===== config.mk =====
export PLATFORM = sky130hd
export DESIGN_NAME = hvd_vec_cell
export DESIGN_NICKNAME = d
export VERILOG_FILES = /design/src/rtl/hvd_pkg.sv /design/src/rtl/hvd_vec_cell.sv
export SDC_FILE = /design/constraint.sdc
export NUM_CORES = 1
export LEC_CHECK = 0
export BUFFER_PORTS_ARGS = -buffer_cell sky130_fd_sc_hd__buf_2
export CAP_MARGIN = 20
export CORE_MARGIN = 4
export CORE_UTILIZATION = 40
export DETAILED_ROUTE_END_ITERATION = 16
export MAX_ROUTING_LAYER = met4
export PLACE_DENSITY = 0.71
export SLEW_MARGIN = 20
export SYNTH_ARGS = -nofsm -noshare
export SYNTH_HDL_FRONTEND = slang
export SYNTH_SLANG_ARGS = --single-unit

===== constraint.sdc =====
create_clock -name clk -period 4.88 [get_ports clk]
set_input_delay 1.22 -clock clk [delete_from_list [all_inputs] [get_ports clk]]
set_output_delay 1.22 -clock clk [all_outputs]
set_load 0.01 [all_outputs]

===== src/rtl/hvd_pkg.sv =====
// ----------------------------------------------------------------------------
// hvd_pkg
// Shared constants, types and tables for the haversine distance pipeline.
// ----------------------------------------------------------------------------
`default_nettype none
package hvd_pkg;

  localparam int LatW = 28;
  localparam int LonW = 29;
  localparam int RadW = 23;
  localparam int DistW = 25;
  localparam int DefaultStages = 24;
  localparam logic [RadW-1:0] RadiusReset = 23'd6371000;

  // Angle and CORDIC datapath width: Q30 plus sign and headroom.
  localparam int AngW = 34;
  // Root and vectoring datapath width.
  localparam int RootW = 32;
  localparam int VecW = 34;

  localparam logic [28:0] FullTurn = 29'd360000000;
  localparam logic [27:0] HalfTurn = 28'd180000000;
  localparam logic [27:0] QuarterTurn = 28'd90000000;
  localparam logic [31:0] UdegRadQ54 = 32'd314410567;
  localparam logic signed [AngW-1:0] GainQ30 = 34'sd652032874;

  function automatic logic signed [AngW-1:0] atan_q30(input int idx);
    logic [29:0] v;
    case (idx)
      0: v = 30'd843314857;
      1: v = 30'd497837829;
      2: v = 30'd263043837;
      3: v = 30'd133525159;
      4: v = 30'd67021687;
      5: v = 30'd33543516;
      6: v = 30'd16775851;
      7: v = 30'd8388437;
      8: v = 30'd4194283;
      9: v = 30'd2097149;
      default: v = (idx >= 10 && idx <= 30) ? (30'd1 << (30 - idx)) : 30'd0;
    endcase
    return $signed({4'b0000, v});
  endfunction

  // Reduce a microdegree difference (|d| < 2 full turns) to [0, 180 deg].
  function automatic logic [27:0] fold_turn(input logic signed [29:0] d);
    logic signed [30:0] r;
    logic signed [30:0] full;
    full = $signed({2'b00, FullTurn});
    r = 31'(d);
    if (r < 0) r = r + full;
    if (r < 0) r = r + full;
    if (r >= full) r = r - full;
    if (r > $signed({3'b000, HalfTurn})) r = full - r;
    return r[27:0];
  endfunction

  typedef struct packed {
    logic signed [AngW-1:0] x;
    logic signed [AngW-1:0] y;
    logic signed [AngW-1:0] z;
  } rot_t;

  typedef struct packed {
    logic [61:0] rem;
    logic [61:0] res;
    logic [61:0] v;
  } root_t;

endpackage
`default_nettype wire


===== src/rtl/hvd_vec_cell.sv =====
// ----------------------------------------------------------------------------
// hvd_vec_cell
// One vectoring-mode CORDIC stage with registered output.
// ----------------------------------------------------------------------------
`default_nettype none
module hvd_vec_cell #(
  parameter int Idx = 0
) (
  input  wire logic      clk,
  input  wire logic      en,
  input  hvd_pkg::rot_t  din,
  output hvd_pkg::rot_t  dout
);
  import hvd_pkg::*;

  rot_t nxt;

  always_comb begin
    nxt = din;
    if (din.y >= 0) begin
      nxt.x = din.x + (din.y >>> Idx);
      nxt.y = din.y - (din.x >>> Idx);
      nxt.z = din.z + atan_q30(Idx);
    end else begin
      nxt.x = din.x - (din.y >>> Idx);
      nxt.y = din.y + (din.x >>> Idx);
      nxt.z = din.z - atan_q30(Idx);
    end
  end

  always_ff @(posedge clk) begin
    if (en) dout <= nxt;
  end
endmodule
`default_nettype wire


# Word level (Yosys, flattened, before mapping)
# Cells that the tools add are included.
# W data, S select, Z words.
[totals]
mem_bits_ro = 0
ramBits = 0
input_bits = 104
word_cells = 10
reg_bits = 102
out_inout_bits = 102
n_memories = 0
latch_bits = 0
[classes]
magnitude_cmp = 1
n_addsub = 5
eq_ne = 0
bitwise = 0
mux = 1
n_shift = 0
multipliers = 0
n_reduce_logical = 0
div_mod_pow = 0
[op_table]
columns = ["cell", "count"]
rows = [
  ["$mux W102", 1],
  ["$sub A34 B34 Y34", 2],
  ["$add A34 B31 Y34 const B", 1],
  ["$add A34 B34 Y34", 1],
  ["$ge A34 B1 Y1 const B", 1],
  ["$sub A34 B31 Y34 const B", 1],
]

# Depth between registers and ports, before layout
[depth]
depth_word = 2
mapped_depth = 17

# Worst setup path before layout
# OpenSTA, ideal clock, no wires.
[synth_path]
kind = "input -> register"
start = "input din[67] in the netlist's numbering"
end = "register dout[31] in the netlist's numbering, data pin"
setup_time_ns = 0.265
slack_ns = -0.092
cell_stages = 17
arrival_time_ns = 4.708
required_ns = 4.615
cell_sequence = "buf_4 -> inv_1 -> buf_2 -> buf_1 -> buf_1 -> ha_1 -> clkbuf_1 -> a221oi_1 -> nor3_1 -> a221oi_1 -> a21oi_1 -> o21bai_1 -> a31oi_1 -> a21oi_1 -> or3_1 -> o211ai_1 -> xor2_1"
[synth_rtl]
columns = ["item", "line_no", "rtl"]
rows = [
  ["start: declaration", "hvd_vec_cell.sv:11", "input hvd_pkg::rot_t din,"],
  ["end signal: assignment", "hvd_vec_cell.sv:32", "if (en) dout <= nxt;"],
  ["end: declaration", "hvd_vec_cell.sv:12", "output hvd_pkg::rot_t dout"],
]

==> summary.md <==
| Metric | Value |
|---|---|
| Endpoint of the worst hold path | dout[0] |
| Filler cell count in the final layout | 2560 |
| Area taken by flip-flops and latches | 3030 sq um |
| Register with the highest flop count | dout |
| Critical path required time | 4.98 ns |
| Setup-violating endpoint count in the final report | 0 |
| Maximum operating frequency | 242 MHz |
| Gr ovfl total | 0 |
| Final TNS setup | 0 ns |
| Number of antenna violations at the first check in global routing | 0 |
| DRC violations left | 0 |
| Biggest regs | dout (101) |
| Number of vias in the routed layout | 10300 |
| Buffer type at the clock tree root | sky130_fd_sc_hd__clkbuf_16 |
| Area Overhead vs Synth | 14.2% |
| Critical Path Fanout Max | 5 |
| Final critical-path share of the clock period | 0.846 |
| Total length of routed wires | 31.7 mm |
| Number of clock sinks | 101 |
| Largest register FFs | 101 |
| Final routed wire length divided by cell count | 17.6 um |
| Leakage power | 0.00534 uW |
| Worst hold margin | 1.18 ns |
| Peak supply drop | 0.169 mV |
| CTS clock-pin slew for the worst setup and hold paths | 0.08 ns |
| Number of flops mapped to enable cells by yosys | 101 |
| Total power consumption of the routed design | 3260 uW |
| Drt via density | 5.70 |
| Initial detailed-routing violation count | 923 |
| Worst setup path class | primary input to flip-flop |
| Row count | 59 |
| Final-report max-slew violation count | 0 |
| CTS resizes | 0 |
| Antenna violation net count after detailed routing | 0 |
| Combined global-route utilization of all metal layers | 0.212 |
| Die Y-Extent | 172 um |
| Initial core utilization | 0.410 |
| Maximum buffer depth of the clock tree | 2 |
| Power density over the cells | 266 nW/um^2 |
| Crit end category | flip-flop |
| Clock H-tree levels | 3 |
| Post-synthesis average cell area | 8.22 sq um |
| Width of the die | 172 um |
| Gp weighted congestion | 0.960 |
| Number of synthesis warnings | 0 |
| Largest net degree at the start of global routing | 60 |
| Worst Max-Slew Pin Slew | 0.684 ns |
| Synthesized cell area | 10700 sq um |
| Hold_buf cts | 0 |
| Die Outline Area | 29500 sq um |
| Count of state elements after synthesis | 101 |
| Status | finished, final reports clean |
| Antenna fix cells | 0 |
| Hold path depth | 2 |
| TritonCTS Buffers | 9 |
| Layout cells sized above 1 | 0.175 |
| Global-route wire length before repair | 49.3 mm |
| Arrival time reported for the critical path endpoint | 4.23 ns |
| Core area | 26200 sq um |
| Proportion of register bits with asynchronous set or reset after synthesis | 0 |
| Syn_nets | 1527 |
| Number of global-route vias before repair | 9559 |
| Hold violation count in the final report | 0 |
| Most used flip-flop cell after synthesis | sky130_fd_sc_hd__edfxtp_1 |
| RSZ-0062 raised after global routing | false |
| CP max-delay cell | sky130_fd_sc_hd__fa_1 |
| Post-layout minimum cycle time | 4.13 ns |
| Count of unique library cells instantiated by Yosys | 81 |
| NumNets Final | 1681 |
| Critical Path Source Type | primary input |
| Class of the tightest hold or removal check | primary input to flip-flop |
| Max-capacitance violation count | 0 |
| Clock tree from TritonCTS | built |
| Area of the multi-input gates | 6970 sq um |
| Drt pass-1 iters | 5 |
| Post CTS Setup Buffer Count | 0 |
| Seq/Total Area, Yosys | 0.282 |
| I/O Buffers | 205 |
| Hpwl dp | 25.6 mm |
| Critical Path Max Stage Delay | 0.41 ns |
| Top-Level Pins | 206 |
| Worst relative slew slack | 0.544 |
| Worst Hold Launch | din[0] |
| Ordered list of cells on the worst path | buf_2 > ha_1 > inv_1 > fa_1 > nor2_1 > o311a_1 > nor3_1 > o21ai_2 > a41oi_2 > o31a_1 > o311ai_4 > nand2_1 > o311ai_2 > xnor2_1 |
| Cell count after synthesis | 1306 |
-- worst max-delay path by stage --
stage	startpoint	slack, ns	to
after floorplan	din[67]	0.12	dout[30]
after global placement	din[34]	0.50	dout[64]
after detailed placement	din[34]	0.42	dout[64]
after CTS	din[34]	0.81	dout[64]
after global routing	din[67]	0.49	dout[31]
final	din[34]	0.75	dout[64]
-- worst max-delay path: cells and delay by family --
kind            cells  cell delay [ns]
compound gates      6             1.79
simple gates        3             0.37
fa+ha+maj           2             0.59
xor+xnor            1             0.10
buf+inv             2             0.17
-- logic make-up after synthesis --
logic type	count (synthesis)	share of synthesized area
AOI/OAI and AO/OA	439	0.258
xor gates and xnor gates	102	0.0832
adders and majority gates	117	0.138
buffers and inverters	185	0.0691
DFF	101	0.282
muxes	19	0.0177
and+or+nand+nor	343	0.152
-- metrics by stage --
step            util  cells  worst slack [ns]  cell area (sq um)
3_3_place_gp   0.457   1784             0.504              12000
6_report       0.468   1800             0.753              12300
4_1_cts        0.468   1800             0.807              12300
3_5_place_dp   0.457   1784             0.420              12000
5_1_grt        0.468   1800             0.488              12300
2_1_floorplan      -   1306             0.125              10700
-- cell type report --
type                    count  area share
clock buffers               9      0.0184
clock inverters             7     0.00663
inverters                 109      0.0333
multi-input cells        1020       0.568
flip-flops and latches    101       0.247
well taps                 335      0.0342
repair buffers            219      0.0926
-- layout by cell type (no fill, tap or decap), types with 4 or more instances in the layout --
cell	n
sky130_fd_sc_hd__nand2_1	83
sky130_fd_sc_hd__o211ai_1	13
sky130_fd_sc_hd__o22ai_1	8
sky130_fd_sc_hd__o21a_1	18
sky130_fd_sc_hd__nand2b_1	23
sky130_fd_sc_hd__buf_2	203
sky130_fd_sc_hd__or2_2	7
sky130_fd_sc_hd__o21bai_1	24
sky130_fd_sc_hd__nor4_1	10
sky130_fd_sc_hd__inv_1	107
sky130_fd_sc_hd__mux2i_1	19
sky130_fd_sc_hd__nor2b_1	12
sky130_fd_sc_hd__a21o_1	21
sky130_fd_sc_hd__or4_1	4
sky130_fd_sc_hd__nor2_1	111
sky130_fd_sc_hd__ha_1	114
sky130_fd_sc_hd__nand3_1	26
sky130_fd_sc_hd__a221oi_1	5
sky130_fd_sc_hd__a21oi_1	153
sky130_fd_sc_hd__xor2_1	21
sky130_fd_sc_hd__edfxtp_1	101
sky130_fd_sc_hd__a211oi_1	12
sky130_fd_sc_hd__buf_4	16
sky130_fd_sc_hd__o221ai_1	5
sky130_fd_sc_hd__xnor2_1	81
sky130_fd_sc_hd__nor3_1	27
sky130_fd_sc_hd__nor3b_1	4
sky130_fd_sc_hd__o31ai_1	8
sky130_fd_sc_hd__clkbuf_16	9
sky130_fd_sc_hd__nand4_1	14
sky130_fd_sc_hd__or3_1	6
sky130_fd_sc_hd__o31a_1	8
sky130_fd_sc_hd__a31oi_1	8
sky130_fd_sc_hd__o21ai_0	108
sky130_fd_sc_hd__a41oi_1	4
sky130_fd_sc_hd__nand3b_1	5
-- cells in the mapped netlist (4+ instances only) --
cell                       instances  area [sq um]
sky130_fd_sc_hd__or3_1             6          37.5
sky130_fd_sc_hd__or2_2             7          43.8
sky130_fd_sc_hd__inv_1           108           405
sky130_fd_sc_hd__o31ai_1           8          60.1
sky130_fd_sc_hd__a31oi_1           8          50.1
sky130_fd_sc_hd__buf_2            11          55.1
sky130_fd_sc_hd__nor2b_1          12          75.1
sky130_fd_sc_hd__a21oi_1         153           766
sky130_fd_sc_hd__nand2b_1         23           144
sky130_fd_sc_hd__a21o_1           21           158
sky130_fd_sc_hd__nand4_1          14          87.6
sky130_fd_sc_hd__nor3_1           27           135
sky130_fd_sc_hd__o21bai_1         24           180
sky130_fd_sc_hd__nand3_1          26           130
sky130_fd_sc_hd__o22ai_1           8          50.1
sky130_fd_sc_hd__or4_1             4          30.0
sky130_fd_sc_hd__xor2_1           21           184
sky130_fd_sc_hd__a221oi_1          5          43.8
sky130_fd_sc_hd__a41oi_1           4          35.0
sky130_fd_sc_hd__xnor2_1          81           709
sky130_fd_sc_hd__nor3b_1           4          30.0
sky130_fd_sc_hd__nor4_1           10          62.6
sky130_fd_sc_hd__nand2_1          83           312
sky130_fd_sc_hd__o211ai_1         13          97.6
sky130_fd_sc_hd__o31a_1            8          70.1
sky130_fd_sc_hd__nand3b_1          5          37.5
sky130_fd_sc_hd__edfxtp_1        101          3030
sky130_fd_sc_hd__buf_1            17          63.8
sky130_fd_sc_hd__o221ai_1          5          43.8
sky130_fd_sc_hd__nor2_1          111           417
sky130_fd_sc_hd__mux2i_1          19           190
sky130_fd_sc_hd__ha_1            114          1430
sky130_fd_sc_hd__o21a_1           18           135
sky130_fd_sc_hd__o21ai_0         108           541
sky130_fd_sc_hd__a211oi_1         12          90.1
sky130_fd_sc_hd__clkbuf_1         41           154
-- power breakdown --
group	total, uW	switching (uW)	internal [uW]
Combinational	1320	812	508
Clock	750	344	407
Sequential	1190	41.1	1150
-- layer usage --
layer | part of all wire | track usage | vias to the layer above
li1 | - | - | 4987
met1 | 0.44 | 0.285 | 4755
met2 | 0.46 | 0.330 | 438
met3 | 0.067 | 0.0270 | 75
met4 | 0.036 | 0.0796 | 0
met5 | 0 | - | -
Power figures use the tool's default switching activity.
