File: src/rtl/hvd_pkg.sv
// ----------------------------------------------------------------------------
// hvd_pkg
// Shared constants, types and tables for the haversine distance pipeline.
// ----------------------------------------------------------------------------
`default_nettype none
package hvd_pkg;

  localparam int LatW = 28;
  localparam int LonW = 29;
  localparam int RadW = 23;
  localparam int DistW = 25;
  localparam int DefaultStages = 24;
  localparam logic [RadW-1:0] RadiusReset = 23'd6371000;

  // Angle and CORDIC datapath width: Q30 plus sign and headroom.
  localparam int AngW = 34;
  // Root and vectoring datapath width.
  localparam int RootW = 32;
  localparam int VecW = 34;

  localparam logic [28:0] FullTurn = 29'd360000000;
  localparam logic [27:0] HalfTurn = 28'd180000000;
  localparam logic [27:0] QuarterTurn = 28'd90000000;
  localparam logic [31:0] UdegRadQ54 = 32'd314410567;
  localparam logic signed [AngW-1:0] GainQ30 = 34'sd652032874;

  function automatic logic signed [AngW-1:0] atan_q30(input int idx);
    logic [29:0] v;
    case (idx)
      0: v = 30'd843314857;
      1: v = 30'd497837829;
      2: v = 30'd263043837;
      3: v = 30'd133525159;
      4: v = 30'd67021687;
      5: v = 30'd33543516;
      6: v = 30'd16775851;
      7: v = 30'd8388437;
      8: v = 30'd4194283;
      9: v = 30'd2097149;
      default: v = (idx >= 10 && idx <= 30) ? (30'd1 << (30 - idx)) : 30'd0;
    endcase
    return $signed({4'b0000, v});
  endfunction

  // Reduce a microdegree difference (|d| < 2 full turns) to [0, 180 deg].
  function automatic logic [27:0] fold_turn(input logic signed [29:0] d);
    logic signed [30:0] r;
    logic signed [30:0] full;
    full = $signed({2'b00, FullTurn});
    r = 31'(d);
    if (r < 0) r = r + full;
    if (r < 0) r = r + full;
    if (r >= full) r = r - full;
    if (r > $signed({3'b000, HalfTurn})) r = full - r;
    return r[27:0];
  endfunction

  typedef struct packed {
    logic signed [AngW-1:0] x;
    logic signed [AngW-1:0] y;
    logic signed [AngW-1:0] z;
  } rot_t;

  typedef struct packed {
    logic [61:0] rem;
    logic [61:0] res;
    logic [61:0] v;
  } root_t;

endpackage
`default_nettype wire

File: src/rtl/hvd_root_cell.sv
// ----------------------------------------------------------------------------
// hvd_root_cell
// One digit step of an exact integer square root, registered.
// ----------------------------------------------------------------------------
`default_nettype none
module hvd_root_cell #(
  parameter int Idx = 0
) (
  input  wire logic       clk,
  input  wire logic       en,
  input  hvd_pkg::root_t  din,
  output hvd_pkg::root_t  dout
);
  import hvd_pkg::*;

  localparam int Sh = 60 - 2 * Idx;

  root_t nxt;
  logic [61:0] trial;

  // rem: remainder, res: partial root shifted into place, bit position fixed.
  always_comb begin
    nxt = din;
    trial = din.res + (62'd1 << Sh);
    if (din.rem >= trial) begin
      nxt.rem = din.rem - trial;
      nxt.res = (din.res >> 1) + (62'd1 << Sh);
    end else begin
      nxt.res = din.res >> 1;
    end
  end

  always_ff @(posedge clk) begin
    if (en) dout <= nxt;
  end
endmodule
`default_nettype wire

File: config.mk
export PLATFORM = sky130hd
export DESIGN_NAME = hvd_root_cell
export DESIGN_NICKNAME = d
export VERILOG_FILES = /design/src/rtl/hvd_pkg.sv /design/src/rtl/hvd_root_cell.sv
export SDC_FILE = /design/constraint.sdc
export NUM_CORES = 1
export LEC_CHECK = 0
export BUFFER_PORTS_ARGS = -buffer_cell sky130_fd_sc_hd__buf_2
export CORE_MARGIN = 2
export CORE_UTILIZATION = 54
export CTS_CLUSTER_DIAMETER = 120
export CTS_CLUSTER_SIZE = 28
export DETAILED_ROUTE_END_ITERATION = 16
export PLACE_DENSITY = 0.85
export SYNTH_ARGS = -nofsm -noshare
export SYNTH_HDL_FRONTEND = slang
export SYNTH_SLANG_ARGS = --single-unit
File: constraint.sdc
create_clock -name clk -period 9 [get_ports clk]
set_input_delay 1.35 -clock clk [delete_from_list [all_inputs] [get_ports clk]]
set_output_delay 1.35 -clock clk [all_outputs]
set_load 0.01 [all_outputs]
### After elaboration in Yosys (flattened, before gate mapping)

Index checks and enable logic that the tools add are counted.

| cells by class | value |
|---|---|
| add/sub/neg operators | 3 |
| multipliers | 0 |
| divide/modulo/power cells | 0 |
| $lt $le $gt $ge | 1 |
| equality and inequality tests | 0 |
| shift operators | 0 |
| muxes and demuxes | 2 |
| bitwise operators | 0 |
| reductions and logical operators | 0 |

Operator list:

| operator | number |
|---|---|
| $add 61x61->62 const B | 1 |
| $add 62x61->62 const B | 1 |
| $ge 62x62->1 | 1 |
| $mux 62 | 1 |
| $sub 62x62->62 | 1 |
| $mux 61 | 1 |

| word-level totals | value |
|---|---|
| register bits after elaboration | 186 |
| latch bits | 0 |
| memory bits (writable) | 0 |
| ROM bits | 0 |
| bits of input ports | 188 |
| output and inout bits | 186 |
| memories kept | 0 |

### Longest topological paths before layout

Gate-level depths: netlist (run 1).

| logic depth | value |
|---|---|
| depth in word-level cells | 3 |
| mapped depth | 14 |

### Worst setup path after synthesis (run 1)

Ideal clock, no wire load.

| timing | value |
|---|---|
| path kind | input port to flip-flop |
| start | in din[64] in the netlist's numbering |
| end | reg dout[129] in the netlist's numbering, data pin |
| library setup time | 0.260 ns |
| arrival time | 4.153 ns |
| required time | 8.740 ns |
| slack | 4.587 ns |
| cell stages on the path | 13 |
| cell sequence | inv_1 -> ha_1 -> nor2b_4 -> o21bai_1 -> a21oi_1 -> o31a_2 -> o2111ai_2 -> a21oi_2 -> a31oi_4 -> o21ai_2 -> a211oi_4 -> buf_6 -> mux2_4 |

RTL lines:

| what | line | text |
|---|---|---|
| start, declared | hvd_root_cell.sv:11 | `input hvd_pkg::root_t din,` |
| end signal, assigned | hvd_root_cell.sv:34 | `if (en) dout <= nxt;` |
| end, declared | hvd_root_cell.sv:12 | `output hvd_pkg::root_t dout` |

==> results of run 1 <==
-- cells in the mapped netlist, types with 3 or more instances --
| cell | number | area (sq um) |
|---|---|---|
| nor2b_1 | 5 | 31.3 |
| clkbuf_2 | 3 | 15.0 |
| o211ai_1 | 8 | 60.1 |
| nor3_1 | 9 | 45.0 |
| inv_1 | 74 | 278 |
| buf_6 | 12 | 135 |
| ha_1 | 62 | 776 |
| mux2_2 | 4 | 45.0 |
| nand3_1 | 11 | 55.1 |
| o21bai_1 | 11 | 82.6 |
| buf_4 | 9 | 67.6 |
| a31oi_1 | 11 | 68.8 |
| and3_1 | 5 | 31.3 |
| a21oi_1 | 82 | 410 |
| o21a_1 | 7 | 52.6 |
| a21o_1 | 26 | 195 |
| nor2_1 | 34 | 128 |
| and2_1 | 5 | 31.3 |
| nand2b_1 | 4 | 25.0 |
| o21ai_0 | 43 | 215 |
| xor2_1 | 22 | 193 |
| mux2_4 | 55 | 826 |
| edfxtp_1 | 186 | 5590 |
| nand2_1 | 63 | 236 |
| a211oi_1 | 6 | 45.0 |
| o31ai_1 | 4 | 30.0 |
| nand4_1 | 20 | 125 |
| xnor2_1 | 39 | 342 |
| or3_1 | 4 | 25.0 |
| mux2i_1 | 3 | 30.0 |
| a21boi_0 | 6 | 45.0 |
-- metal layers --
metal	part of all wire, %	wire length (microns)
met5	0	0
met3	6.7	1900
met1	40	11200
met4	1.7	471
met2	52	14700
-- power groups by stage --
stage          clock [mW]  sequential, mW  combinational, mW
2_1_floorplan           0            1.16              0.368
3_3_place_gp            0            1.10              0.615
3_5_place_dp            0            1.10              0.631
4_1_cts             0.768            1.09              0.634
5_1_grt             0.800            1.09              0.685
6_report            0.756            1.09              0.636
-- path summary, 6_finish.rpt --
check | from | end | slack [ns] | cells after the start
setup / recovery | din[124] | dout[126] | 3.72 | 15
hold / removal | din[8] | dout[8] | 1.09 | 1
-- cell type report --
cell class	count	area, sq um
fillers	1442	6220
flip-flops and latches	186	5590
multi-input cells	588	4550
repair buffers	375	1900
clock buffers	18	429
well taps	265	332
inverters	74	278
clock inverters	14	165
diodes	1	2.50
-- stage by stage --
step	instance area [sq um]	util, %	hold slack [ns]
detailed placement	12600	65.0	1.53
global route	13200	68.0	1.07
finish	13200	68.0	1.09
global placement	12600	65.0	1.53
floorplan	10700	-	1.45
CTS	13200	68.0	1.07
-- placed cells by master (no fill, tap or decap), drive strengths merged, types with 2 or more instances in the layout --
master / netlist / final
o31a: 3 / 3
nor3: 9 / 9
nand4: 20 / 20
a211o: 2 / 2
nand3: 11 / 11
a21boi: 6 / 6
nor2b: 6 / 6
mux2: 59 / 59
or2: 2 / 2
xnor2: 39 / 39
ha: 62 / 62
buf: 22 / 374
o21bai: 11 / 11
nor4: 2 / 2
o211ai: 8 / 8
nand2b: 4 / 4
or3: 4 / 4
o21ai: 44 / 44
a31oi: 12 / 12
inv: 74 / 82
a21oi: 85 / 85
nor2: 34 / 34
a41oi: 2 / 2
clkbuf: 7 / 19
and2b: 2 / 2
a211oi: 7 / 7
mux2i: 3 / 3
o2111ai: 3 / 3
and3: 5 / 5
xor2: 22 / 22
and2: 7 / 7
edfxtp: 186 / 186
clkinv: 0 / 6
o21a: 7 / 7
nand2: 63 / 63
a21o: 28 / 28
o31ai: 4 / 4
-- logic make-up after synthesis --
kind of cell               count (synthesis)  share of synthesized area, %
xor gates and xnor gates                  61                          4.97
AOI/OAI and AO/OA                        230                          13.8
adders and majority gates                 63                          7.41
and+or+nand+nor                          172                          7.72
muxes                                     62                          8.39
DFF                                      186                          52.0
buffers and inverters                    110                          5.67
==> results.ini, run 1 <==
[synthesis]
async_reset_ff_share_pct = 0
ys_seq_area_share_pct = 52.0
syn_avg_cell_area_sq_um = 12.1
syn-instance-count = 884
synth_ff_type = edfxtp_1
synth_nets = 1135
ys_ff_latch = 186
synth_warnings = 0
synth.distinct_cells = 68
synth-edff-count = 186
syn-cell-area_sq_mm = 0.0107

[floorplan]
die-area_sq_mm = 0.0210
core.rowCount = 51
ios = 374
coreArea_sq_mm = 0.0195
fp.dieW_microns = 145
die_h_microns = 145
start_util_pct = 55.2

[power_and_ir_drop]
switching_share_pct = 30.1
p_seq_share_pct = 43.8
intPower_mw = 1.73
clockPowerShare_pct = 30.5
leakagePower_nw = 6.04
p_sw_mw = 0.746
power_density_mw_per_mm2 = 187
vdd_ir_drop_max_mv = 0.148
total_power_mw = 2.48
combinationalPowerShare_pct = 25.7

[placement]
hpwl_microns = 22100
io_buffers = 373
place.gp.congestion = 0.900
dp.cells = 1488
dp_slack_ns = 3.24

[sta]
rsz0062_at_grt = no
maxSlewViolCount = 0
period_share_pct = 58.7
hold_viol = 0
setup_viol = 0
setup_ws_ns = 3.72
fmax_mhz = 189
relSlewSlack_pct = 21.0
setup_tns_ns = 0
worstMarginPinSlew_ns = 1.18
finalCriticalPeriod_ns = 5.28

[final_layout]
regMostFlops = dout
num-nets-final = 1493
layout-drive-gt1-share_pct = 38.8
syn_to_final_growth_pct = 23.3
reg_top3 = dout (186)
final_cells = 1521
largest_register_ff_count = 186

[grt]
grtUsageMet3_pct = 5.63
gr-usage-met2_pct = 48.0
track_usage_pct = 26.6
grt_pass1_vias = 8262
top_usage_layer = met2
use_met1_pct = 32.4
grt_pass1_wl_microns = 44000
antenna_found_initial = 0
grt_max_degree = 117
grt_overflow = 0

[clock_tree]
cts_buffers = 17
post_cts_buffers = 0
cts.sinks = 186
cts_tree = done
cts-resized-gates = 0
path_clk_slew_ns = 0.08
cts_root_buf = clkbuf_16
htree_levels = 4
ctsHoldBuffers = 0
clock_path_buffers = 2

[setup_path]
crit_family = compound AO/OA/AOI/OAI gates
slowest_stage = a211oi_4
cp_cell_sequence = buf_2 -> inv_1 -> ha_1 -> fa_1 -> nor2b_4 -> o21bai_1 -> a21oi_1 -> o31a_2 -> o2111ai_2 -> a21oi_2 -> a31oi_4 -> o21ai_2 -> a211oi_4 -> buf_12 -> mux2_2
start_kind = input pin
worstPathRequired_ns = 9.18
setup.worst_path.class = input pin to flip-flop
cp_data_arrival_time_ns = 5.46
critPathBufInv = 3
path_max_fanout = 49
end_kind = flip-flop
cpPeakStageDelay_ns = 0.98

[routing]
avgViaCountPerCell = 5.46
drc = 0
ant_nets = 0
routed_wl_microns = 28300
avgRoutedWirePerCell_microns = 18.6
num_vias = 8307
first_pass_iters = 6
drtIter0Drc = 628

[hold_path]
hp-class = input pin to flip-flop

[job]
cap_viol_max_count = 0

[outcome]
outcome = finished clean

Power figures use the tool's default switching activity.
==> inputs of run 2 (changes only) <==
- CORE_UTILIZATION: 54 -> 51
- PLACE_DENSITY: 0.85 -> 0.81
- clock period: 9 -> 4.9 ns (I/O delays scaled with it)
==> run 2 against run 1 <==
Compared with the run above: via count rose by 0.37%; worst setup slack got worse by 2.8 ns; non-clock buffer count is 2 higher; clock power grew 88%.
==> results.ini, run 2 (synthesized netlist as in run 1, its figures left out) <==
[outcome]
outcome = finished clean

[setup_path]
setup.worst_path.class = input pin to flip-flop
cp_data_arrival_time_ns = 4.16  ; -1.30 ns
start_kind = input pin
crit_start = din[64]
worstPathRequired_ns = 5.09  ; -4.09 ns
end_kind = flip-flop
crit_path_end = dout[185]
path_max_fanout = 5  ; -90%

[final_layout]
reg_top3 = dout (186)
nFillCells = 1676  ; +16%
largest_register_ff_count = 186  ; unchanged
antenna_cells = 0  ; -1
syn_to_final_growth_pct = 23.9
num-nets-final = 1495  ; +0.13%
regMostFlops = dout
final_common_cell = buf_2
layout-drive-gt1-share_pct = 38.9  ; +0.097 points
mostFrequentLayoutCells = 372 x buf_2, 186 x edfxtp_1, 82 x a21oi_1

[floorplan]
start_util_pct = 51.6  ; -3.6 points
fp.dieW_microns = 149  ; +2.8%
die-area_sq_mm = 0.0222  ; +5.7%
ios = 374  ; unchanged
die_h_microns = 149  ; +2.8%
core.rowCount = 53  ; +3.9%
coreArea_sq_mm = 0.0208  ; +7.0%

[sta]
finalCriticalPeriod_ns = 3.97
relSlewSlack_pct = 37.0  ; +16 points
period_share_pct = 81.1
setup_tns_ns = 0  ; unchanged
setup_viol = 0  ; unchanged
fmax_mhz = 252
hold_slack_ns = 0.468  ; -0.622 ns
rsz0062_at_grt = no
setup_ws_ns = 0.927  ; -2.79 ns
maxSlewViolCount = 0  ; unchanged
hold_viol = 0  ; unchanged
worstMarginPinSlew_ns = 0.945  ; -0.237 ns

[power_and_ir_drop]
combinationalPowerShare_pct = 25.6  ; about the same
intPower_mw = 3.23  ; +87%
p_sw_mw = 1.35  ; +81%
clockPowerShare_pct = 30.9  ; +0.4 points
vdd_ir_drop_max_mv = 0.230  ; +55%
leakagePower_nw = 6.06  ; +0.37%
power_density_mw_per_mm2 = 345  ; +84%
p_seq_share_pct = 43.5  ; -0.3 points
switching_share_pct = 29.5  ; -0.57 points

[clock_tree]
ctsHoldBuffers = 0  ; unchanged
post_cts_buffers = 0  ; unchanged
cts_tree = done
htree_levels = 4  ; unchanged
clock_path_buffers = 2  ; unchanged
cts.sinks = 186  ; unchanged
cts_buffers = 17  ; unchanged
cts_root_buf = clkbuf_16
path_clk_slew_ns = 0.08  ; about the same
cts-resized-gates = 0  ; unchanged

[routing]
routed_wl_microns = 27900  ; -1.4%
num_vias = 8338  ; +0.37%
avgRoutedWirePerCell_microns = 18.2  ; -2.2%
ant_nets = 0  ; unchanged
avgViaCountPerCell = 5.44  ; -0.35%
drc = 0  ; unchanged
drtIter0Drc = 543  ; -14%
first_pass_iters = 4  ; -2

[grt]
antenna_found_initial = 1  ; +1
grt_overflow = 0  ; unchanged
grt_pass1_vias = 8058  ; -2.5%
grt_pass1_wl_microns = 41800  ; -5.1%
track_usage_pct = 24.2  ; -2.4 points
grt_max_degree = 119  ; +1.7%

[job]
cap_viol_max_count = 0  ; unchanged

[placement]
hpwl_microns = 22100  ; about the same
place.gp.congestion = 0.882  ; -2.1%
io_buffers = 373  ; unchanged
dp_slack_ns = 0.541  ; -2.70 ns

[hold_path]
hp-class = input pin to flip-flop

==> run 2: cell count changes in the layout (fill, tap and decap cells not counted) <==
cell and change:
diode_2 -1, clkinv_8 -1, bufinv_16 +1, buf_12 +2, inv_6 -1, clkinvlp_4 +1
==> run 2: how the worst min path moves through the flow <==
stage	startpoint	to	slack, ns	cells after the start
finish	din[42]	dout[42]	0.47	1
global route	din[55]	dout[55]	0.44	1
CTS	din[4]	dout[4]	0.45	1
detailed placement	din[61]	dout[61]	0.91	1
global placement	din[51]	dout[51]	0.91	1
floorplan	din[0]	dout[0]	0.83	0
==> run 2: layout make-up <==
type	instances	area (sq um)	area share (%)
flip-flops and latches	186	5590	42.0
multi-input cells	588	4550	34.2
repair buffers	377	1940	14.6
clock buffers	18	429	3.23
well taps	275	344	2.59
inverters	74	278	2.09
clock inverters	14	178	1.34
==> run 2: worst max-delay path, stage by stage <==
cell	delay, ns
buf_2	0.09
inv_1	0.04
ha_1	0.37
a21oi_1	0.12
a211oi_1	0.43
o211ai_1	0.20
a211o_1	0.36
a211oi_1	0.45
o21ai_0	0.34
a21oi_1	0.42
a31oi_1	0.19
xnor2_1	0.16
mux2_2	0.26
==> run 2: routing by layer <==
metal	vias up	GRT usage, %	part of all wire (%)
li1	3988	-	-
met1	3979	28.4	39
met2	338	43.7	51
met3	31	6.12	8.0
met4	2	7.33	1.5
met5	-	0	0.047
==> run 2: stage by stage <==
step | instances | util, % | total power [mW] | instance area [sq um]
2_1_floorplan | 884 | - | 2.80 | 10700
3_3_place_gp | 1500 | 61.0 | 3.16 | 12700
3_5_place_dp | 1500 | 61.0 | 3.20 | 12700
4_1_cts | 1532 | 63.9 | 4.61 | 13300
5_1_grt | 1532 | 63.9 | 4.78 | 13300
6_report | 1532 | 63.9 | 4.58 | 13300
==> run 2: power by group through the flow <==
stage	registers [mW]	clock network, mW	logic, mW
floorplan	2.12	0	0.675
global placement	2.02	0	1.14
detailed placement	2.03	0	1.16
CTS	2.00	1.44	1.17
global route	2.01	1.50	1.27
finish	1.99	1.42	1.17
