**src/rtl/hvd_pkg.sv**
```systemverilog
// ----------------------------------------------------------------------------
// hvd_pkg
// Shared constants, types and tables for the haversine distance pipeline.
// ----------------------------------------------------------------------------
`default_nettype none
package hvd_pkg;

  localparam int LatW = 28;
  localparam int LonW = 29;
  localparam int RadW = 23;
  localparam int DistW = 25;
  localparam int DefaultStages = 24;
  localparam logic [RadW-1:0] RadiusReset = 23'd6371000;

  // Angle and CORDIC datapath width: Q30 plus sign and headroom.
  localparam int AngW = 34;
  // Root and vectoring datapath width.
  localparam int RootW = 32;
  localparam int VecW = 34;

  localparam logic [28:0] FullTurn = 29'd360000000;
  localparam logic [27:0] HalfTurn = 28'd180000000;
  localparam logic [27:0] QuarterTurn = 28'd90000000;
  localparam logic [31:0] UdegRadQ54 = 32'd314410567;
  localparam logic signed [AngW-1:0] GainQ30 = 34'sd652032874;

  function automatic logic signed [AngW-1:0] atan_q30(input int idx);
    logic [29:0] v;
    case (idx)
      0: v = 30'd843314857;
      1: v = 30'd497837829;
      2: v = 30'd263043837;
      3: v = 30'd133525159;
      4: v = 30'd67021687;
      5: v = 30'd33543516;
      6: v = 30'd16775851;
      7: v = 30'd8388437;
      8: v = 30'd4194283;
      9: v = 30'd2097149;
      default: v = (idx >= 10 && idx <= 30) ? (30'd1 << (30 - idx)) : 30'd0;
    endcase
    return $signed({4'b0000, v});
  endfunction

  // Reduce a microdegree difference (|d| < 2 full turns) to [0, 180 deg].
  function automatic logic [27:0] fold_turn(input logic signed [29:0] d);
    logic signed [30:0] r;
    logic signed [30:0] full;
    full = $signed({2'b00, FullTurn});
    r = 31'(d);
    if (r < 0) r = r + full;
    if (r < 0) r = r + full;
    if (r >= full) r = r - full;
    if (r > $signed({3'b000, HalfTurn})) r = full - r;
    return r[27:0];
  endfunction

  typedef struct packed {
    logic signed [AngW-1:0] x;
    logic signed [AngW-1:0] y;
    logic signed [AngW-1:0] z;
  } rot_t;

  typedef struct packed {
    logic [61:0] rem;
    logic [61:0] res;
    logic [61:0] v;
  } root_t;

endpackage
`default_nettype wire

```
**src/rtl/hvd_rot_cell.sv**
```systemverilog
// ----------------------------------------------------------------------------
// hvd_rot_cell
// One rotation-mode CORDIC stage with registered output.
// ----------------------------------------------------------------------------
`default_nettype none
module hvd_rot_cell #(
  parameter int Idx = 0
) (
  input  wire logic      clk,
  input  wire logic      en,
  input  hvd_pkg::rot_t  din,
  output hvd_pkg::rot_t  dout
);
  import hvd_pkg::*;

  rot_t nxt;

  always_comb begin
    nxt = din;
    if (din.z >= 0) begin
      nxt.x = din.x - (din.y >>> Idx);
      nxt.y = din.y + (din.x >>> Idx);
      nxt.z = din.z - atan_q30(Idx);
    end else begin
      nxt.x = din.x + (din.y >>> Idx);
      nxt.y = din.y - (din.x >>> Idx);
      nxt.z = din.z + atan_q30(Idx);
    end
  end

  always_ff @(posedge clk) begin
    if (en) dout <= nxt;
  end
endmodule
`default_nettype wire

```
**config.mk**
```make
export PLATFORM = sky130hd
export DESIGN_NAME = hvd_rot_cell
export DESIGN_NICKNAME = d
export VERILOG_FILES = /design/src/rtl/hvd_pkg.sv /design/src/rtl/hvd_rot_cell.sv
export SDC_FILE = /design/constraint.sdc
export NUM_CORES = 1
export LEC_CHECK = 0
export BUFFER_PORTS_ARGS = -buffer_cell sky130_fd_sc_hd__buf_2
export CAP_MARGIN = 10
export CORE_MARGIN = 2
export CORE_UTILIZATION = 58
export DETAILED_ROUTE_END_ITERATION = 16
export PLACE_DENSITY = 0.89
export SLEW_MARGIN = 25
export SYNTH_ARGS = -nofsm -noshare
export SYNTH_HDL_FRONTEND = slang
export SYNTH_SLANG_ARGS = --single-unit
```
**constraint.sdc**
```tcl
create_clock -name clk -period 6.1 [get_ports clk]
set_input_delay 1.22 -clock clk [delete_from_list [all_inputs] [get_ports clk]]
set_output_delay 1.22 -clock clk [all_outputs]
set_load 0.05 [all_outputs]
```
# [Yosys cells after proc, flatten, opt, wreduce, memory -nomap -nowiden]
# Cells that the tools add are included.
# Widths: inputs -> output; s select.
[op_classes] order_cmp=1 addsub=5 muxes=1
[op_table] op="$mux 102" n=1
[op_table] op="$sub 34x34->34" n=2
[op_table] op="$add 34x31->34 const B" n=1
[op_table] op="$add 34x34->34" n=1
[op_table] op="$ge 34x1->1 const B" n=1
[op_table] op="$sub 34x31->34 const B" n=1
[totals] register_bits=102 in_bits=104

# [Longest topological paths before layout]
# Gate-level depths: netlist of run 1.
[logic_depth] depth_word=2 mapped_depth=21 depth_no_buf=18

# [Worst setup path before layout of run 1]
# No wires, ideal clock.
[synth_timing] path_kind="in2reg" from="in din[33] (netlist name)" to="reg dout[29] (netlist name) (data pin)" arrival_time_ns=5.368 cell_stages=21 t_required_ns=5.839 setup_slack_ns=0.471 setup_time_ns=0.261 cell_sequence="inv_1 -> ha_1 -> nor4b_1 -> nand4_1 -> nor4_1 -> and4_1 -> nand2b_1 -> buf_2 -> inv_2 -> buf_2 -> buf_1 -> ha_1 -> a211oi_2 -> o21bai_1 -> a221o_1 -> a21o_1 -> a221o_1 -> or3_4 -> a31oi_4 -> o21ai_2 -> xor2_1"
[synth_lines] item="start, declared" line="hvd_rot_cell.sv:11" rtl="input hvd_pkg::rot_t din,"
[synth_lines] item="end signal, assigned" line="hvd_rot_cell.sv:32" rtl="if (en) dout <= nxt;"
[synth_lines] item="end, declared" line="hvd_rot_cell.sv:12" rtl="output hvd_pkg::rot_t dout"

==> tab_implementation.tex, run 1 <==
\begin{tabular}{lr}
\hline
Metric & Value \\
\hline
\multicolumn{2}{l}{\textbf{Power and ir drop}} \\
Share of power burned in registers & 31.3\% \\
Internal Power & 1740 uW \\
Static leakage power & roughly 0.0055 uW \\
Clock share of power & 22.1\% \\
Fraction of power consumed by combinational cells & between 40\% and 50\% \\
Net switching share of the total power & between 40\% and 50\% \\
Peak supply drop & roughly 0.17 mV \\
Net Switching & 1320 uW \\
Ratio of total power to cell area & around 250 mW/mm2 \\
\multicolumn{2}{l}{\textbf{Setup path}} \\
Critical-path cell list & buf\_2 > inv\_1 > ha\_1 > nor4b\_1 > nand4\_1 > nor4\_1 > and4\_1 > nand2b\_2 > inv\_2 > ha\_1 > a211oi\_2 > o21bai\_1 > a221o\_1 > a21o\_1 > a221o\_1 > or3\_4 > a31oi\_4 > o21ai\_2 > xor2\_1 \\
Slowest cell delay on critical path & 0.42 ns \\
Critical Path Source Type & primary input \\
Critical Path AT & roughly 5.5 ns \\
Critical path origin & din[33] \\
Required time of the worst setup path & 6.20 ns \\
Worst path bufs/invs & 3 \\
CP max FO & 15 \\
Critical path class & in2reg \\
Cell family with the largest share of critical-path delay & compound AO/OA/AOI/OAI gates \\
CP Capture Type & flip-flop \\
Max stage delay cell, worst path & sky130\_fd\_sc\_hd\_\_ha\_1 \\
Number of cells on the critical path & 19 \\
Capturing instance or port of the critical path & dout[29] \\
\multicolumn{2}{l}{\textbf{Placed design}} \\
Cell area after placement & approximately 0.012 mm2 \\
Quantity of I/O buffers inserted on ports & 205 \\
Global placer's final weighted congestion & 0.972 \\
HPWL reported at the end of detailed placement & 24200 um \\
\multicolumn{2}{l}{\textbf{STA}} \\
Endpoints failing hold & 0 \\
RSZ-0062 raised after global routing & false \\
Final worst path period share & $\sim$88\% \\
Min Clock Period, post-route & around 5.3 ns \\
Headroom to the max-slew limit & between 30\% and 40\% \\
Slew at the pin closest to its max-slew limit & between 0.9 and 1 ns \\
Final Setup Violations & 0 \\
Achievable Freq & 0.187 GHz \\
Setup TNS & 0 ns \\
Slew Limit Fails & 0 \\
\multicolumn{2}{l}{\textbf{Global routing}} \\
First-pass GRT wire length & $\sim$49000 um \\
Pin count of the biggest net entering global routing & slightly above 60 \\
Total GRT Usage & between 30\% and 40\% \\
Via count of the first global-routing pass & around 9500 \\
Overflow left after global routing & 0 \\
Antenna violations before repair & 0 \\
\multicolumn{2}{l}{\textbf{Yosys}} \\
Post-Syn Area per Cell & 8.52 um2 \\
Share of the yosys chip area belonging to registers & 28.6\% \\
Synth cell types & 74 \\
Post-Synthesis Cells & $\sim$1200 \\
Total of warnings raised by yosys & 0 \\
Register bit total from synthesis & just over 100 \\
Most used DFF post-synth & sky130\_fd\_sc\_hd\_\_edfxtp\_1 \\
Post-synth net total & $\sim$1500 \\
Cell Area, Synth & $\sim$0.011 mm2 \\
Number of flops mapped to enable cells by yosys & a little over 100 \\
Proportion of register bits with asynchronous set or reset after synthesis & 0\% \\
\multicolumn{2}{l}{\textbf{Final layout}} \\
Share of cells above drive strength 1 & 17.6\% \\
Final core utilization & approximately two thirds \\
Registers with the highest flip-flop counts & dout: 101 flops \\
Number of inserted diodes & 0 \\
Largest register FFs & roughly 100 \\
Synthesis-to-finish area growth & 14.1\% \\
Post-layout nets & 1658 \\
Register with the most flip-flops & dout \\
Cell area after layout & around 0.012 mm2 \\
\multicolumn{2}{l}{\textbf{Clock network}} \\
CTS sink cnt & between 100 and 150 \\
Setup bufs post-CTS & 0 \\
Clock transition at the register clock pins on the worst setup and hold paths after CTS & $\sim$0.070 ns \\
H-tree levels & 3 \\
Buffer type at the clock tree root & sky130\_fd\_sc\_hd\_\_clkbuf\_16 \\
Number of gates resized after CTS & 0 \\
Cts hold-fix bufs & 0 \\
Number of buffers added by the clock tree synthesis step & 9 \\
Clock tree from TritonCTS & built \\
CTS max path bufs & 2 \\
\multicolumn{2}{l}{\textbf{Route}} \\
Via count & 10400 \\
Detailed-routing iteration count for the pre-antenna-repair pass & 7 \\
DR iter-0 viols & about 1300 \\
Average wire per standard cell & 19.0 um \\
Post-DR vias/cell & approximately 6.3 \\
Post-detailed-route count of antenna-violating nets & 0 \\
Number of design rule violations left after detail routing & 0 \\
Drt total wl & around 31000 um \\
\multicolumn{2}{l}{\textbf{Floorplan}} \\
Starting density of the core & $\sim$59\% \\
Std-Cell Rows & just under 50 \\
Core region area & 0.0180 mm2 \\
Height of the die & approximately 140 um \\
Total die area & just under 0.02 mm2 \\
Number of top-level design ports & 206 \\
Horizontal die dimension & $\sim$140 um \\
\multicolumn{2}{l}{\textbf{Run status}} \\
Outcome & completed \\
\multicolumn{2}{l}{\textbf{Hold path}} \\
Min-delay worst type & in2reg \\
\multicolumn{2}{l}{\textbf{Job}} \\
Count of maximum capacitance violations & 0 \\
\hline
\end{tabular}
[cell usage after synthesis, drive strengths merged, types with 24 or more instances]
master / count / area [um2]
a21o: 39 / 293
o21ai: 86 / 438
inv: 115 / 432
o21bai: 35 / 267
edfxtp: 101 / 3030
a21oi: 140 / 704
nand2: 64 / 240
clkbuf: 24 / 90.1
nor2: 109 / 409
buf: 24 / 115
nand2b: 26 / 163
xnor2: 74 / 648
ha: 132 / 1650
[area by class of cell]
cell class                      count  area [um2]
Tap cell                          229         287
Sequential cell                   101        3030
Fill cell                        1499        5860
Clock buffer                        9         225
Timing Repair Buffer              211        1070
Inverter                          115         432
Clock inverter                      7         121
Multi-Input combinational cell    980        6930
[worst min-delay path by stage]
stage | start | slack [ns] | to | cells past startpoint
after floorplan | en | 1.33 | dout[0] | 0
after global placement | din[0] | 1.58 | dout[0] | 2
after detailed placement | din[0] | 1.58 | dout[0] | 2
after CTS | din[0] | 1.21 | dout[0] | 2
after global routing | din[0] | 1.25 | dout[0] | 2
final | din[0] | 1.22 | dout[0] | 2
[metal layers]
metal / wire length (um) / track usage (%)
met1: 12900 / 43.4
met2: 14600 / 51.3
met3: 2860 / 3.99
met4: 975 / 9.57
met5: 0 / 0
[cell families after synthesis]
| kind of cell | after synthesis | synth area share, % |
|---|---|---|
| AOI/OAI and AO/OA | 423 | 25.7 |
| adders and majority gates | 136 | 16.3 |
| DFF | 101 | 28.6 |
| buffers and inverters | 164 | 6.10 |
| xor gates and xnor gates | 91 | 7.51 |
| muxes | 11 | 1.05 |
| and+or+nand+nor | 319 | 14.8 |
[power groups by stage]
| stage | registers [uW] | clock network (uW) | logic (uW) |
|---|---|---|---|
| final | 960 | 678 | 1430 |
| after global routing | 968 | 708 | 1510 |
| after CTS | 960 | 684 | 1400 |
| after detailed placement | 973 | 0 | 1390 |
| after global placement | 972 | 0 | 1370 |
| after floorplan | 1370 | 0 | 630 |
[placed cells by master, fill, tap and decap left out, types with 7 or more instances in the layout]
| master | n |
|---|---|
| sky130_fd_sc_hd__buf_2 | 204 |
| sky130_fd_sc_hd__o21ai_0 | 81 |
| sky130_fd_sc_hd__xor2_1 | 17 |
| sky130_fd_sc_hd__nand2b_1 | 25 |
| sky130_fd_sc_hd__a21oi_1 | 139 |
| sky130_fd_sc_hd__buf_4 | 7 |
| sky130_fd_sc_hd__a31oi_1 | 18 |
| sky130_fd_sc_hd__clkbuf_16 | 9 |
| sky130_fd_sc_hd__inv_1 | 113 |
| sky130_fd_sc_hd__xnor2_1 | 74 |
| sky130_fd_sc_hd__mux2i_1 | 10 |
| sky130_fd_sc_hd__nand3_1 | 17 |
| sky130_fd_sc_hd__ha_1 | 132 |
| sky130_fd_sc_hd__o21bai_1 | 34 |
| sky130_fd_sc_hd__o31ai_1 | 10 |
| sky130_fd_sc_hd__nor4_1 | 12 |
| sky130_fd_sc_hd__o22ai_1 | 7 |
| sky130_fd_sc_hd__nand4_1 | 12 |
| sky130_fd_sc_hd__nor2_1 | 109 |
| sky130_fd_sc_hd__edfxtp_1 | 101 |
| sky130_fd_sc_hd__nand2_1 | 64 |
| sky130_fd_sc_hd__and3_1 | 9 |
| sky130_fd_sc_hd__nor2b_1 | 12 |
| sky130_fd_sc_hd__nor3_1 | 22 |
| sky130_fd_sc_hd__o211ai_1 | 12 |
| sky130_fd_sc_hd__a211oi_1 | 15 |
| sky130_fd_sc_hd__a21o_1 | 39 |
[metrics by stage]
step | instances | setup WS, ns | hold slack (ns) | total power (uW)
after CTS | 1652 | 0.757 | 1.21 | 3050
after floorplan | 1245 | 0.471 | 1.33 | 2010
final | 1652 | 0.751 | 1.22 | 3060
after global routing | 1652 | 0.389 | 1.25 | 3190
after global placement | 1636 | 0.497 | 1.58 | 2340
after detailed placement | 1636 | 0.399 | 1.58 | 2370
(Power assumes the default switching activity.)
==> inputs of run 2 (changes only) <==
--- a/config.mk
+++ b/config.mk
@@ -10,7 +10,8 @@
 export CORE_MARGIN = 2
 export CORE_UTILIZATION = 58
 export DETAILED_ROUTE_END_ITERATION = 16
-export PLACE_DENSITY = 0.89
+export PLACE_DENSITY = 0.84
+export SETUP_SLACK_MARGIN = 0.15
 export SLEW_MARGIN = 25
 export SYNTH_ARGS = -nofsm -noshare
 export SYNTH_HDL_FRONTEND = slang
==> run 2 against run 1 <==
  * Sequential cell count unchanged
  * Sequential power is essentially flat
  * Non-clock buffer count is the same
  * Cell count did not move
  * Worst hold slack got worse by 0.0048 ns
  * Largest power group unchanged
  * Critical path depth unchanged
  * Critical path type unchanged
==> tab_implementation.tex, run 2 (synthesis gave the netlist of run 1 again) <==
\begin{tabular}{lr}
\hline
Metric & Value \\
\hline
\multicolumn{2}{l}{\textbf{Run status}} \\
Outcome & completed \\
\multicolumn{2}{l}{\textbf{Power and ir drop}} \\
Static leakage power & 0.00543 uW (-0.52\%) \\
Overall Power & 2980 uW (-2.9\%) \\
Ratio of total power to cell area & 247 mW/mm2 (-2.5\%) \\
Peak supply drop & 0.179 mV (+3.5\%) \\
\multicolumn{2}{l}{\textbf{Setup path}} \\
Worst path bufs/invs & 3 (unchanged) \\
CP max FO & 21 (+6) \\
CP Capture Type & flip-flop \\
Required time of the worst setup path & 6.21 ns (about the same) \\
Critical path class & in2reg \\
Critical-path cell list & buf\_2 > inv\_1 > ha\_1 > nor4b\_1 > nand4\_1 > nor4\_1 > and4\_1 > nand2b\_2 > buf\_4 > ha\_1 > and3\_1 > and3\_1 > a211oi\_2 > a311oi\_2 > a221o\_1 > or3\_4 > a31oi\_4 > o21ai\_2 > xor2\_1 \\
Cell family with the largest share of critical-path delay & simple AND/OR/NAND/NOR gates \\
Slowest cell delay on critical path & 0.41 ns (about the same) \\
Critical Path Source Type & primary input \\
Critical Path AT & 5.58 ns (+0.13 ns) \\
Critical path origin & din[33] \\
Max stage delay cell, worst path & sky130\_fd\_sc\_hd\_\_a221o\_1 \\
\multicolumn{2}{l}{\textbf{Final layout}} \\
Largest register FFs & 101 (unchanged) \\
Most frequent cells in the layout & 204 x sky130\_fd\_sc\_hd\_\_buf\_2, 139 x sky130\_fd\_sc\_hd\_\_a21oi\_1, 132 x sky130\_fd\_sc\_hd\_\_ha\_1 \\
Post-layout nets & 1658 (unchanged) \\
Registers with the highest flip-flop counts & dout: 101 flops \\
Number of standard cells in the layout, taps in and fillers out & 1652 (unchanged) \\
Synthesis-to-finish area growth & 13.6\% \\
Register with the most flip-flops & dout \\
Share of cells above drive strength 1 & 17.5\% (-0.14 points) \\
Number of inserted diodes & 0 (unchanged) \\
Cell area after layout & 0.0121 mm2 (-0.41\%) \\
Final core utilization & 67.1\% (-0.28 points) \\
Leading cell type in the layout, fill and taps excluded & sky130\_fd\_sc\_hd\_\_buf\_2 \\
\multicolumn{2}{l}{\textbf{Clock network}} \\
Number of buffers added by the clock tree synthesis step & 9 (unchanged) \\
CTS max path bufs & 2 (unchanged) \\
CTS sink cnt & 101 (unchanged) \\
Number of gates resized after CTS & 0 (unchanged) \\
H-tree levels & 3 (unchanged) \\
Setup bufs post-CTS & 0 (unchanged) \\
Cts hold-fix bufs & 0 (unchanged) \\
Clock tree from TritonCTS & built \\
Buffer type at the clock tree root & sky130\_fd\_sc\_hd\_\_clkbuf\_16 \\
Clock transition at the register clock pins on the worst setup and hold paths after CTS & 0.07 ns (about the same) \\
\multicolumn{2}{l}{\textbf{Placed design}} \\
Cell area after placement & 0.0118 mm2 (unchanged) \\
HPWL reported at the end of detailed placement & 24200 um (about the same) \\
Global placer's final weighted congestion & 1.00 (+3.1\%) \\
Cell total after placement & 1636 (unchanged) \\
Quantity of I/O buffers inserted on ports & 205 (unchanged) \\
\multicolumn{2}{l}{\textbf{STA}} \\
Final worst path period share & 89.7\% (+2.0 points) \\
Slew at the pin closest to its max-slew limit & 0.984 ns (+0.0384 ns) \\
Setup TNS & 0 ns (unchanged) \\
Endpoints failing hold & 0 (unchanged) \\
RSZ-0062 raised after global routing & false \\
Final Setup Violations & 0 (unchanged) \\
Achievable Freq & 0.183 GHz (-2.3\%) \\
Headroom to the max-slew limit & 34.0\% (-2.6 points) \\
Slew Limit Fails & 0 (unchanged) \\
Min Clock Period, post-route & 5.47 ns (+0.125 ns) \\
\multicolumn{2}{l}{\textbf{Global routing}} \\
Antenna violations before repair & 0 (unchanged) \\
Total GRT Usage & 30.7\% (-0.59 points) \\
First-pass GRT wire length & 48500 um (-1.9\%) \\
Via count of the first global-routing pass & 9522 (-0.021\%) \\
Overflow left after global routing & 0 (unchanged) \\
Pin count of the biggest net entering global routing & 65 (+4.8\%) \\
\multicolumn{2}{l}{\textbf{Floorplan}} \\
Starting density of the core & 59.1\% (unchanged) \\
Number of top-level design ports & 206 (unchanged) \\
Total die area & 0.0194 mm2 (unchanged) \\
Height of the die & 139 um (unchanged) \\
Horizontal die dimension & 139 um (unchanged) \\
Std-Cell Rows & 49 (unchanged) \\
Core region area & 0.0180 mm2 (unchanged) \\
\multicolumn{2}{l}{\textbf{Route}} \\
Average wire per standard cell & 18.5 um (-2.7\%) \\
Number of design rule violations left after detail routing & 0 (unchanged) \\
Post-detailed-route count of antenna-violating nets & 0 (unchanged) \\
Via count & 10300 (-1.4\%) \\
DR iter-0 viols & 1015 (-23\%) \\
Detail Route met2 WL & 14100 um (-3.2\%) \\
Drt total wl & 30600 um (-2.7\%) \\
Detailed route wirelength on metal3 & 2700 um (-5.8\%) \\
Post-DR vias/cell & 6.21 (-1.4\%) \\
Met1 WL & 13000 um (+0.30\%) \\
Top routing layer in use & met4 \\
Detailed-routing iteration count for the pre-antenna-repair pass & 5 (-2) \\
\multicolumn{2}{l}{\textbf{Hold path}} \\
Hold Path Sink & dout[0] \\
Min-delay worst type & in2reg \\
Cells on Worst Hold Path & 2 (unchanged) \\
Hold path startpoint & din[0] \\
\multicolumn{2}{l}{\textbf{Job}} \\
Count of maximum capacitance violations & 0 (unchanged) \\
\hline
\end{tabular}
[run 2: cell count changes in the layout (fill, tap and decap cells not counted), sizes merged]
cell,previous run,this run
bufinv,3,1
inv,117,118
clkinvlp,0,1
[run 2: how the worst max path moves through the flow]
stage                     to  slack [ns]  cells after the start
floorplan           dout[29]        0.47                     21
global placement    dout[29]        0.45                     19
detailed placement  dout[29]        0.28                     19
CTS                 dout[29]        0.64                     19
global route        dout[33]        0.34                     19
finish              dout[29]        0.63                     19
[run 2: routing by layer]
| layer | vias up | global-route usage, % |
|---|---|---|
| met5 | - | 0 |
| met4 | 0 | 9.46 |
| met3 | 58 | 4.44 |
| met2 | 555 | 50.3 |
| met1 | 4767 | 42.3 |
| li1 | 4878 | - |
[run 2: area by class of cell]
cell class,count,area (um2)
Clock inverter,7,71.3
Multi-Input combinational cell,980,6930
Timing Repair Buffer,211,1070
Tap cell,229,287
Clock buffer,9,225
Sequential cell,101,3030
Fill cell,1540,5910
Inverter,115,432
[run 2: power breakdown]
group | internal (uW) | switching (uW) | leakage [uW]
combinational | 416 | 1000 | 0.00430
clock | 321 | 281 | 0.000142
sequential | 922 | 36.5 | 0.000989
[run 2: stage by stage]
stage | worst slack (ns) | hold WS (ns)
2_1_floorplan | 0.471 | 1.33
3_3_place_gp | 0.453 | 1.58
3_5_place_dp | 0.282 | 1.59
4_1_cts | 0.636 | 1.22
5_1_grt | 0.341 | 1.23
6_report | 0.626 | 1.22
